### config.mk
export PLATFORM = sky130hd
export DESIGN_NAME = sha256_message_hasher_core_flat
export DESIGN_NICKNAME = d
export VERILOG_FILES = /design/src/hdl/sha_pkg.sv /design/src/hdl/sha_in_if.sv /design/src/hdl/sha_out_if.sv /design/src/hdl/sha_round.sv /design/src/hdl/sha256_message_hasher_core.sv /design/src/flat_wrapper.sv
export SDC_FILE = /design/constraint.sdc
export NUM_CORES = 2
export LEC_CHECK = 0
export ABC_AREA = 1
export BUFFER_PORTS_ARGS = -buffer_cell sky130_fd_sc_hd__buf_2
export CORE_MARGIN = 5
export CORE_UTILIZATION = 24
export CTS_CLUSTER_DIAMETER = 200
export DETAILED_ROUTE_END_ITERATION = 10
export PLACE_DENSITY = 0.44
export SETUP_SLACK_MARGIN = 0.3
export SLEW_MARGIN = 20
export SYNTH_ARGS = -nofsm -noshare
export SYNTH_HDL_FRONTEND = slang
export SYNTH_SLANG_ARGS = --single-unit
### constraint.sdc
create_clock -name clk -period 20.4 [get_ports clk]
set_input_delay 2.04 -clock clk [delete_from_list [all_inputs] [get_ports clk]]
set_output_delay 2.04 -clock clk [all_outputs]
set_load 0.1 [all_outputs]
### src/hdl/sha_pkg.sv
`default_nettype none
package sha_pkg;
	localparam int WordW = 32;
	localparam int Rounds = 64;
	localparam int BlockWords = 16;

	typedef enum logic [2:0] {
		ST_IDLE,
		ST_PACK,
		ST_ROUND,
		ST_FOLD,
		ST_PAD,
		ST_EMIT
	} state_t;

	typedef struct packed {
		logic start;
		logic busy;
		logic done;
	} round_ctl_t;

	function automatic logic [31:0] round_k(input logic [5:0] t);
		logic [31:0] k [64];
		k = '{
			32'h428a2f98, 32'h71374491, 32'hb5c0fbcf, 32'he9b5dba5,
			32'h3956c25b, 32'h59f111f1, 32'h923f82a4, 32'hab1c5ed5,
			32'hd807aa98, 32'h12835b01, 32'h243185be, 32'h550c7dc3,
			32'h72be5d74, 32'h80deb1fe, 32'h9bdc06a7, 32'hc19bf174,
			32'he49b69c1, 32'hefbe4786, 32'h0fc19dc6, 32'h240ca1cc,
			32'h2de92c6f, 32'h4a7484aa, 32'h5cb0a9dc, 32'h76f988da,
			32'h983e5152, 32'ha831c66d, 32'hb00327c8, 32'hbf597fc7,
			32'hc6e00bf3, 32'hd5a79147, 32'h06ca6351, 32'h14292967,
			32'h27b70a85, 32'h2e1b2138, 32'h4d2c6dfc, 32'h53380d13,
			32'h650a7354, 32'h766a0abb, 32'h81c2c92e, 32'h92722c85,
			32'ha2bfe8a1, 32'ha81a664b, 32'hc24b8b70, 32'hc76c51a3,
			32'hd192e819, 32'hd6990624, 32'hf40e3585, 32'h106aa070,
			32'h19a4c116, 32'h1e376c08, 32'h2748774c, 32'h34b0bcb5,
			32'h391c0cb3, 32'h4ed8aa4a, 32'h5b9cca4f, 32'h682e6ff3,
			32'h748f82ee, 32'h78a5636f, 32'h84c87814, 32'h8cc70208,
			32'h90befffa, 32'ha4506ceb, 32'hbef9a3f7, 32'hc67178f2};
		return k[t];
	endfunction

	function automatic logic [255:0] init_h();
		return {32'h6a09e667, 32'hbb67ae85, 32'h3c6ef372, 32'ha54ff53a,
			32'h510e527f, 32'h9b05688c, 32'h1f83d9ab, 32'h5be0cd19};
	endfunction
endpackage
`default_nettype wire

### src/hdl/sha_in_if.sv
`default_nettype none
interface sha_in_if;
	logic        valid;
	logic        ready;
	logic        func;
	logic [31:0] data_word;
	logic [2:0]  byte_count;
	modport source (output valid, func, data_word, byte_count, input ready);
	modport sink (input valid, func, data_word, byte_count, output ready);
endinterface
`default_nettype wire

### src/hdl/sha_out_if.sv
`default_nettype none
interface sha_out_if;
	logic        valid;
	logic        ready;
	logic [31:0] digest_word;
	logic [2:0]  word_index;
	logic        last_word;
	modport source (output valid, digest_word, word_index, last_word, input ready);
	modport sink (input valid, digest_word, word_index, last_word, output ready);
endinterface
`default_nettype wire

### src/hdl/sha_round.sv
`default_nettype none
// one compression round per cycle over a rolling 16-word schedule window
module sha_round import sha_pkg::*; (
	input  wire logic         clk,
	input  wire logic         arst_n,
	input  wire round_ctl_t   ctl_in,
	input  wire logic [511:0] block,
	input  wire logic [255:0] chain,
	output round_ctl_t        ctl_out,
	output logic [255:0]      vars
);
	logic [31:0] w_q [16];
	logic [31:0] v_q [8];
	logic [5:0]  t_q;
	logic        busy_q;
	logic        done_q;

	logic [31:0] w_new, s0, s1, t1, t2, e1, a0, ch, maj;

	function automatic logic [31:0] rotr(input logic [31:0] x, input int n);
		return (x >> n) | (x << (32 - n));
	endfunction

	always_comb begin
		s0 = rotr(w_q[1], 7) ^ rotr(w_q[1], 18) ^ (w_q[1] >> 3);
		s1 = rotr(w_q[14], 17) ^ rotr(w_q[14], 19) ^ (w_q[14] >> 10);
		w_new = (t_q < 6'd16) ? w_q[0] : (w_q[0] + s0 + w_q[9] + s1);
		e1 = rotr(v_q[4], 6) ^ rotr(v_q[4], 11) ^ rotr(v_q[4], 25);
		ch = (v_q[4] & v_q[5]) ^ (~v_q[4] & v_q[6]);
		t1 = v_q[7] + e1 + ch + round_k(t_q) + w_new;
		a0 = rotr(v_q[0], 2) ^ rotr(v_q[0], 13) ^ rotr(v_q[0], 22);
		maj = (v_q[0] & v_q[1]) ^ (v_q[0] & v_q[2]) ^ (v_q[1] & v_q[2]);
		t2 = a0 + maj;
	end

	always_ff @(posedge clk or negedge arst_n) begin
		if (!arst_n) begin
			busy_q <= 1'b0;
			done_q <= 1'b0;
			t_q <= '0;
		end else begin
			done_q <= 1'b0;
			if (ctl_in.start) begin
				busy_q <= 1'b1;
				t_q <= '0;
			end else if (busy_q) begin
				t_q <= t_q + 6'd1;
				if (t_q == 6'(Rounds - 1)) begin
					busy_q <= 1'b0;
					done_q <= 1'b1;
				end
			end
		end
	end

	always_ff @(posedge clk) begin
		if (ctl_in.start) begin
			for (int i = 0; i < 16; i++) w_q[i] <= block[511 - 32*i -: 32];
			for (int i = 0; i < 8; i++) v_q[i] <= chain[255 - 32*i -: 32];
		end else if (busy_q) begin
			// window shifts: w_new is w[t]; slot 0 holds w[t] for t < 16 and w[t-16] after
			for (int i = 0; i < 15; i++) w_q[i] <= w_q[i+1];
			w_q[15] <= w_new;
			v_q[7] <= v_q[6]; v_q[6] <= v_q[5]; v_q[5] <= v_q[4];
			v_q[4] <= v_q[3] + t1;
			v_q[3] <= v_q[2]; v_q[2] <= v_q[1]; v_q[1] <= v_q[0];
			v_q[0] <= t1 + t2;
		end
	end

	always_comb begin
		ctl_out.start = 1'b0;
		ctl_out.busy = busy_q;
		ctl_out.done = done_q;
		for (int i = 0; i < 8; i++) vars[255 - 32*i -: 32] = v_q[i];
	end
endmodule
`default_nettype wire

### src/hdl/sha256_message_hasher_core.sv
// sha-256 hasher core
// input channel: one transaction carries func, data_word (bytes big-endian,
// first byte in bits 31..24) and byte_count (0..4, 5..7 count as 4).
// func=0 only absorbs; func=1 absorbs, pads with 0x80, zeros and the 64-bit
// bit length, and returns eight digest transactions, word_index 0..7, with
// last_word on the eighth.
// bytes go one per cycle into the block buffer, except while a completed
// block is in the round unit; ready stays low until the item's bytes are in
// and any block it completes is compressed. the shared round unit, one
// round per cycle, sets the rate. a finish item adds up to two padded
// blocks (padding runs one byte per cycle between compressions) and then
// the eight output words.
// ready is low while an item is in work; the digest is held in the chain
// register and a stalled receiver simply holds each output word.
// reset: chain returns to the initial hash values, fill and bit count
// clear, no output pending. after a digest the same state is restored.
`default_nettype none
module sha256_message_hasher_core import sha_pkg::*; (
	input  wire logic clk,
	input  wire logic arst_n,
	sha_in_if.sink    in_ch,
	sha_out_if.source out_ch
);
	state_t state_q, state_d;

	logic [511:0] block_q;    // byte shift register, first byte ends on top
	logic [5:0]   fill_q;
	logic [63:0]  bits_q;
	logic [255:0] chain_q;
	logic [31:0]  data_q;
	logic [2:0]   left_q;
	logic         fin_q;
	logic [6:0]   pad_q;      // padding phase: 00 before 0x80, 01 zero-only block, 40 length block, 7f done
	logic         padding_q;  // set once padding started
	logic [2:0]   idx_q;
	logic [63:0]  len_q;

	round_ctl_t   rctl_in, rctl_out;
	logic [255:0] vars;

	sha_round u_round (
		.clk(clk), .arst_n(arst_n), .ctl_in(rctl_in), .block(block_q),
		.chain(chain_q), .ctl_out(rctl_out), .vars(vars)
	);

	logic       push;
	logic [7:0] push_byte;
	logic [2:0] nbytes;
	logic [7:0] pad_byte;

	assign nbytes = (in_ch.byte_count > 3'd4) ? 3'd4 : in_ch.byte_count;

	// padding byte for the current fill position
	always_comb begin
		if (!pad_q[6] && pad_q == 7'd0) pad_byte = 8'h80;
		else if (fill_q >= 6'd56 && pad_q[6]) pad_byte = len_q[63 - 8*(fill_q - 6'd56) -: 8];
		else pad_byte = 8'h00;
	end

	always_comb begin
		state_d = state_q;
		unique case (state_q)
			ST_IDLE: if (in_ch.valid) state_d = ST_PACK;
			ST_PACK: begin
				if (left_q != 3'd0 && fill_q == 6'd63) state_d = ST_ROUND;
				else if (left_q == 3'd0) state_d = fin_q ? ST_PAD : ST_IDLE;
			end
			ST_ROUND: state_d = ST_FOLD;
			ST_FOLD: if (rctl_out.done)
				state_d = padding_q ? (pad_q[6] && fill_q == 6'd0 && pad_q == 7'h7f
					? ST_EMIT : ST_PAD) : ST_PACK;
			ST_PAD: if (fill_q == 6'd63) state_d = ST_ROUND;
			ST_EMIT: if (out_ch.ready && idx_q == 3'd7) state_d = ST_IDLE;
			default: state_d = ST_IDLE;
		endcase
	end

	always_comb begin
		push = 1'b0;
		push_byte = 8'h00;
		rctl_in = '0;
		unique case (state_q)
			ST_PACK: begin
				push = (left_q != 3'd0);
				push_byte = data_q[31:24];
			end
			ST_PAD: begin
				push = 1'b1;
				push_byte = pad_byte;
			end
			ST_ROUND: rctl_in.start = 1'b1;
			default: ;
		endcase
	end

	assign in_ch.ready = (state_q == ST_IDLE);
	assign out_ch.valid = (state_q == ST_EMIT);
	assign out_ch.digest_word = chain_q[255 - 32*idx_q -: 32];
	assign out_ch.word_index = idx_q;
	assign out_ch.last_word = (idx_q == 3'd7);

	always_ff @(posedge clk) if (push) block_q <= {block_q[503:0], push_byte};

	always_ff @(posedge clk or negedge arst_n) begin
		if (!arst_n) begin
			state_q <= ST_IDLE;
			fill_q <= '0;
			bits_q <= '0;
			chain_q <= init_h();
			left_q <= '0;
			fin_q <= 1'b0;
			pad_q <= '0;
			padding_q <= 1'b0;
			idx_q <= '0;
		end else begin
			state_q <= state_d;
			if (push) fill_q <= fill_q + 6'd1;
			if (state_q == ST_IDLE && in_ch.valid) begin
				data_q <= in_ch.data_word;
				left_q <= nbytes;
				fin_q <= in_ch.func;
				bits_q <= bits_q + {58'd0, nbytes, 3'd0};
				len_q <= bits_q + {58'd0, nbytes, 3'd0};
			end
			if (state_q == ST_PACK && left_q != 3'd0) begin
				data_q <= {data_q[23:0], 8'h00};
				left_q <= left_q - 3'd1;
			end
			if (state_q == ST_PAD) begin
				padding_q <= 1'b1;
				// pad_q[6] marks "length may go here" after the 0x80 byte;
				// 01 marks a zero-only block when no room is left for the length
				if (pad_q == 7'd0) pad_q <= (fill_q >= 6'd56) ? 7'h01 : 7'h40;
				if (pad_q[6] && fill_q == 6'd63) pad_q <= 7'h7f;
			end
			if (state_q == ST_FOLD && rctl_out.done) begin
				for (int i = 0; i < 8; i++)
					chain_q[255 - 32*i -: 32] <= chain_q[255 - 32*i -: 32] + vars[255 - 32*i -: 32];
				// zero-only block went out: the length goes in the next one
				if (pad_q == 7'h01) pad_q <= 7'h40;
			end
			if (state_q == ST_EMIT && out_ch.ready) begin
				idx_q <= idx_q + 3'd1;
				if (idx_q == 3'd7) begin
					chain_q <= init_h();
					fill_q <= '0;
					bits_q <= '0;
					pad_q <= '0;
					padding_q <= 1'b0;
					fin_q <= 1'b0;
				end
			end
		end
	end
endmodule
`default_nettype wire

### src/flat_wrapper.sv
// flat-port wrapper written by rule: the top's interface ports become plain ports
module sha256_message_hasher_core_flat import sha_pkg::*;
  (clk, arst_n, in_ch_valid, in_ch_func, in_ch_data_word, in_ch_byte_count, in_ch_ready, out_ch_valid, out_ch_digest_word, out_ch_word_index, out_ch_last_word, out_ch_ready);
  sha_in_if in_ch_i ();
  sha_out_if out_ch_i ();
  input  wire logic clk;
  input  wire logic arst_n;
  input wire logic [$bits(in_ch_i.valid)-1:0] in_ch_valid;
  input wire logic [$bits(in_ch_i.func)-1:0] in_ch_func;
  input wire logic [$bits(in_ch_i.data_word)-1:0] in_ch_data_word;
  input wire logic [$bits(in_ch_i.byte_count)-1:0] in_ch_byte_count;
  output wire logic [$bits(in_ch_i.ready)-1:0] in_ch_ready;
  output wire logic [$bits(out_ch_i.valid)-1:0] out_ch_valid;
  output wire logic [$bits(out_ch_i.digest_word)-1:0] out_ch_digest_word;
  output wire logic [$bits(out_ch_i.word_index)-1:0] out_ch_word_index;
  output wire logic [$bits(out_ch_i.last_word)-1:0] out_ch_last_word;
  input wire logic [$bits(out_ch_i.ready)-1:0] out_ch_ready;
  assign in_ch_i.valid = in_ch_valid;
  assign in_ch_i.func = in_ch_func;
  assign in_ch_i.data_word = in_ch_data_word;
  assign in_ch_i.byte_count = in_ch_byte_count;
  assign in_ch_ready = in_ch_i.ready;
  assign out_ch_valid = out_ch_i.valid;
  assign out_ch_digest_word = out_ch_i.digest_word;
  assign out_ch_word_index = out_ch_i.word_index;
  assign out_ch_last_word = out_ch_i.last_word;
  assign out_ch_i.ready = out_ch_ready;
  sha256_message_hasher_core u_core (.clk(clk), .arst_n(arst_n), .in_ch(in_ch_i), .out_ch(out_ch_i));
endmodule
Word-level counts from Yosys, hierarchy flattened
Memories as Yosys holds them, arrays and structs flattened. Index checks and enable logic that the tools add are counted.

Register bits: 960. Memory bits (writable): 768. ROM bits: 2048. Input bits: 40. Output and inout port bits: 38. Word-level logic and storage cells: 223. Memories: 3.

Add/sub/neg operators: 26. Magnitude comparators: 4. Equality and inequality tests: 15. Shifts and indexed selects: 2. Muxes and demuxes: 83. Bitwise logic cells: 52. Reduce and logical (&&, ||, !) cells: 22.

Memories: (no name shown) (depth 64, width 32, rd ports 1, clocked after memory_dff 0, wr ports 0, RTL line sha_pkg.sv:41) `return k[t];`; u_core.u_round.w_q (depth 16, width 32, rd ports 16, clocked after memory_dff 0, wr ports 16, RTL line sha_round.sv:12) `logic [31:0] w_q [16];`; u_core.u_round.v_q (depth 8, width 32, rd ports 8, clocked after memory_dff 0, wr ports 8, RTL line sha_round.sv:13) `logic [31:0] v_q [8];`.

Operator list (count): $mux 32 (29); $mux 256 (3); $add 32x32->32 (18); $xor 32x32->32 (9); $shiftx 287x33->32 (1); $mux 64 (3); $and 32x32->32 (5); $shiftx 71x33->8 (1); $add 64x6->64 (1); $mux 7 (8); $mux 3 (11); $not 32->32 (1); $or 10x32->32 (1); $or 13x32->32 (1); $or 14x32->32 (1); $or 15x32->32 (1); $or 19x32->32 (1); $or 21x32->32 (1); $or 25x32->32 (1); $or 26x32->32 (1); $or 30x32->32 (1); $or 7x32->32 (1); $sub 6x32->32 const A (1); $xor 32x22->32 (1); 36 further kinds (102).

Longest topological paths before layout
An unclocked memory read counts as a cell.

Depth in word-level cells: 11. Gate-level depth with buffers: 50. Depth with buffers taken out: 50.

Hierarchy
A second synthesis with hierarchy kept.

Cells, all modules: 12889. Area, all modules: 105626.3 um^2.

By module, submodules not included: sha256_message_hasher_core (instances 1, cells an instance 7017, area each 55504.5 um^2, sequential area each 26870.8 um^2); sha_round (instances 1, cells an instance 5872, area each 50121.8 um^2, sequential area each 23262.3 um^2).

Least setup slack after synthesis
No wires, ideal clock.

Path type: register -> register. From: register u_core.state_q[2]. To: memory u_core.u_round.v_q[0][0], enable pin. Data arrival time: 13.410 ns. Data required time: 15.063 ns. Path slack: 1.653 ns. Cell stages (with the launch flop): 7. Buffers on the path: 1. Period minus slack after synthesis: 18.747 ns. Cells stage by stage: dfrtp_1 -> inv_2 -> nand2_1 -> nor2_1 -> inv_1 -> clkbuf_1 -> nand2_1.

RTL lines: start: declaration (RTL line sha256_message_hasher_core.sv:24) `state_t state_q, state_d;`; start signal: assignment (RTL line sha256_message_hasher_core.sv:116) `state_q <= state_d;`; end: declaration (RTL line sha_round.sv:13).

==> reports/results.tsv <==
metric	value	unit
place_hpwl	273500	µm
cp_max_fo	6	
syn_area_per_cell	8.999	µm²
grt_pass1_wl	539100	µm
syn_nets	11780	
grtUsageMet2	0.2627	
tightest_slew	1.141	ns
grt_pass1_vias	75780	
status	complete, no violations	
synth_top_area_share	0.4121	
met3_usage	0.02027	
seq_area	0.05014	mm²
die_w	655.7	µm
cts_setup_buffers	0	
via_per_inst	4.661	
final.setup_skew	0.09412	ns
netlist_area	0.1000	mm²
drc	0	
slew_headroom	0.2396	
cts_tree	built	
maxCapViolations	0	
wl_per_cell	22.22	µm
period_needed	10.81	ns
yosys_register_bits	1722	
drive_above_1_share	0.06640	
fmax	0.09252	GHz
cts.repair.resized	0	
cts.sinks	1722	
grt_antenna_before_repair	15	
grt_use_met1	0.2379	
rows	237	
hold_viol_final	0	
cp-end-kind	flip-flop	
synth_area_leaders	edfxtp_1 41%, nand2_1 11%, dfrtp_1 5.3%	
period_share	0.5299	
synth_flop_cell	edfxtp_1	
vias	78150	
top_usage_layer	met2	
gp_congestion	0.9205	
ant_nets	0	
track_usage	0.1663	
core_area	0.4160	mm²
yosysMostFrequentCell	nand2_1	
cts.htree.levels	4	
multiInputGateArea	0.04332	mm²
hold_class	reg2reg	
area_delta_synth_final	13.65	%
synth_edf_count	1373	
postCtsHoldBufs	0	
nets	11740	
cts.clk_slew.worst_paths	0.06	ns
critPathArrivalTime	11.44	ns
grt_max_degree	166	
drtIter0Drc	7092	
yosysSeqAreaShare	0.5011	
critPathMaxStageDelay	0.59	ns
die_h	655.7	µm
die_area	0.4299	mm²
firstDrtPassIters	5	
ys_warn_count	0	
fillCellCount	44710	
routed_wl	372500	µm
synthCells	11120	
synth_area_leader_cell	edfxtp_1	
grt-ovfl-total	0	
insertion_delay	0.94	ns
critPathSlowestCell	xor2_1	
critPathKind	reg2reg	
worst_ep_required_time	21.03	ns
netlist_top_cells_count	3062 x nand2_1, 1373 x edfxtp_1, 1291 x inv_1	
port_buffers	77	
critPathLaunchType	flip-flop	
numCtsBuffers	214	
ys_types	70	
io_pins	78	
clock_path_buffers	4	
setup_viol	0	
initial_core_util	0.2405	
tns	0	ns
grt_setup_unrepaired	no	
drv_slew	0	
synth-async-reset-ratio	0.2027	
clockRootBuffer	clkbuf_16	
[registers in the layout, summed over array words and instances, names as in the netlist]
| signal | cells |
|---|---|
| u_core.fill_q | 6 |
| u_core.u_round.busy_q | 1 |
| u_core.padding_q | 1 |
| u_core.chain_q | 256 |
| u_core.u_round.done_q | 1 |
| u_core.bits_q | 61 |
| u_core.u_round.v_q | 256 |
| u_core.out_ch.word_index | 3 |
| u_core.fin_q | 1 |
| u_core.state_q | 3 |
| u_core.left_q | 3 |
| u_core.data_q | 32 |
| u_core.u_round.w_q | 512 |
| u_core.block_q | 512 |
| u_core.pad_q | 7 |
| u_core.u_round.t_q | 6 |
| u_core.len_q | 61 |
[layout by cell type, fill, tap and decap left out, types with 111 or more instances in the layout]
cell,count
edfxtp_1,1373
ha_1,419
nand3_1,279
clkbuf_16,215
o21ai_0,969
nor2_1,510
inv_1,1288
a21oi_1,903
nand2_1,3059
dfrtp_1,209
dfstp_2,136
xor2_1,275
xnor2_1,159
o211ai_1,111
fa_1,198
[worst paths after layout]
check                      cells after the start  slack, ns                         to                      start
setup / recovery                              38       9.59  u_core.u_round.v_q[0][30]  u_core.u_round.w_q[0][46]
hold / removal                                 0       0.39        u_core.block_q[121]        u_core.block_q[113]
setup reg to reg                              38       9.59  u_core.u_round.v_q[0][30]  u_core.u_round.w_q[0][46]
hold reg to reg                                0       0.39        u_core.block_q[121]        u_core.block_q[113]
max in group asynchronous                      4      17.31           u_core.bits_q[5]                     arst_n
min in group asynchronous                      1       1.06        u_core.chain_q[218]                     arst_n
[per-layer routing]
metal | wire, µm | part of all wire
met4 | 12310 | 0.033
met5 | 10 | 0.000027
met2 | 167400 | 0.45
met1 | 174100 | 0.47
met3 | 18720 | 0.050
[critical path: cells and delay by family (launching register included)]
| kind | cells | cell delay, ns |
|---|---|---|
| AO/OA/AOI/OAI | 7 | 1.40 |
| buffers and inverters | 6 | 0.56 |
| adder cells (fa/ha/maj) | 9 | 4.11 |
| XOR/XNOR | 3 | 1.37 |
| AND/OR/NAND/NOR | 13 | 2.57 |
| flip-flops | 1 | 0.51 |
[stage by stage]
stage,setup WS (ns),util,instances,cell area [µm²],hold slack [ns]
after CTS,9.750,0.2733,16760,113700,0.3760
final,9.591,0.2733,16770,113700,0.3931
after global routing,9.121,0.2733,16760,113700,0.3907
after floorplan,1.653,-,11120,100100,0.4268
after detailed placement,9.790,0.2563,16360,106600,0.4317
after global placement,9.709,0.2563,16360,106600,0.4276
[cell type report]
type	count	area share
clock inverter	142	0.01256
inverter	1310	0.04355
sequential	1722	0.4410
timing repair buffer	187	0.01176
multi-input combinational	7647	0.3810
antenna	4	0.00008803
clock buffer	257	0.04958
tap	5497	0.06049
[cells by family after synthesis]
kind of cell    Yosys count  share of synthesized area
fa+ha+maj               620                    0.09232
flops                  1722                     0.5011
compound gates         2437                     0.1344
xor+xnor                437                    0.03848
buf+inv                1749                    0.06673
simple gates           4153                     0.1670
Power is not shown: default switching activity piles up to over one toggle a cycle in this logic, so the estimate is an artifact.
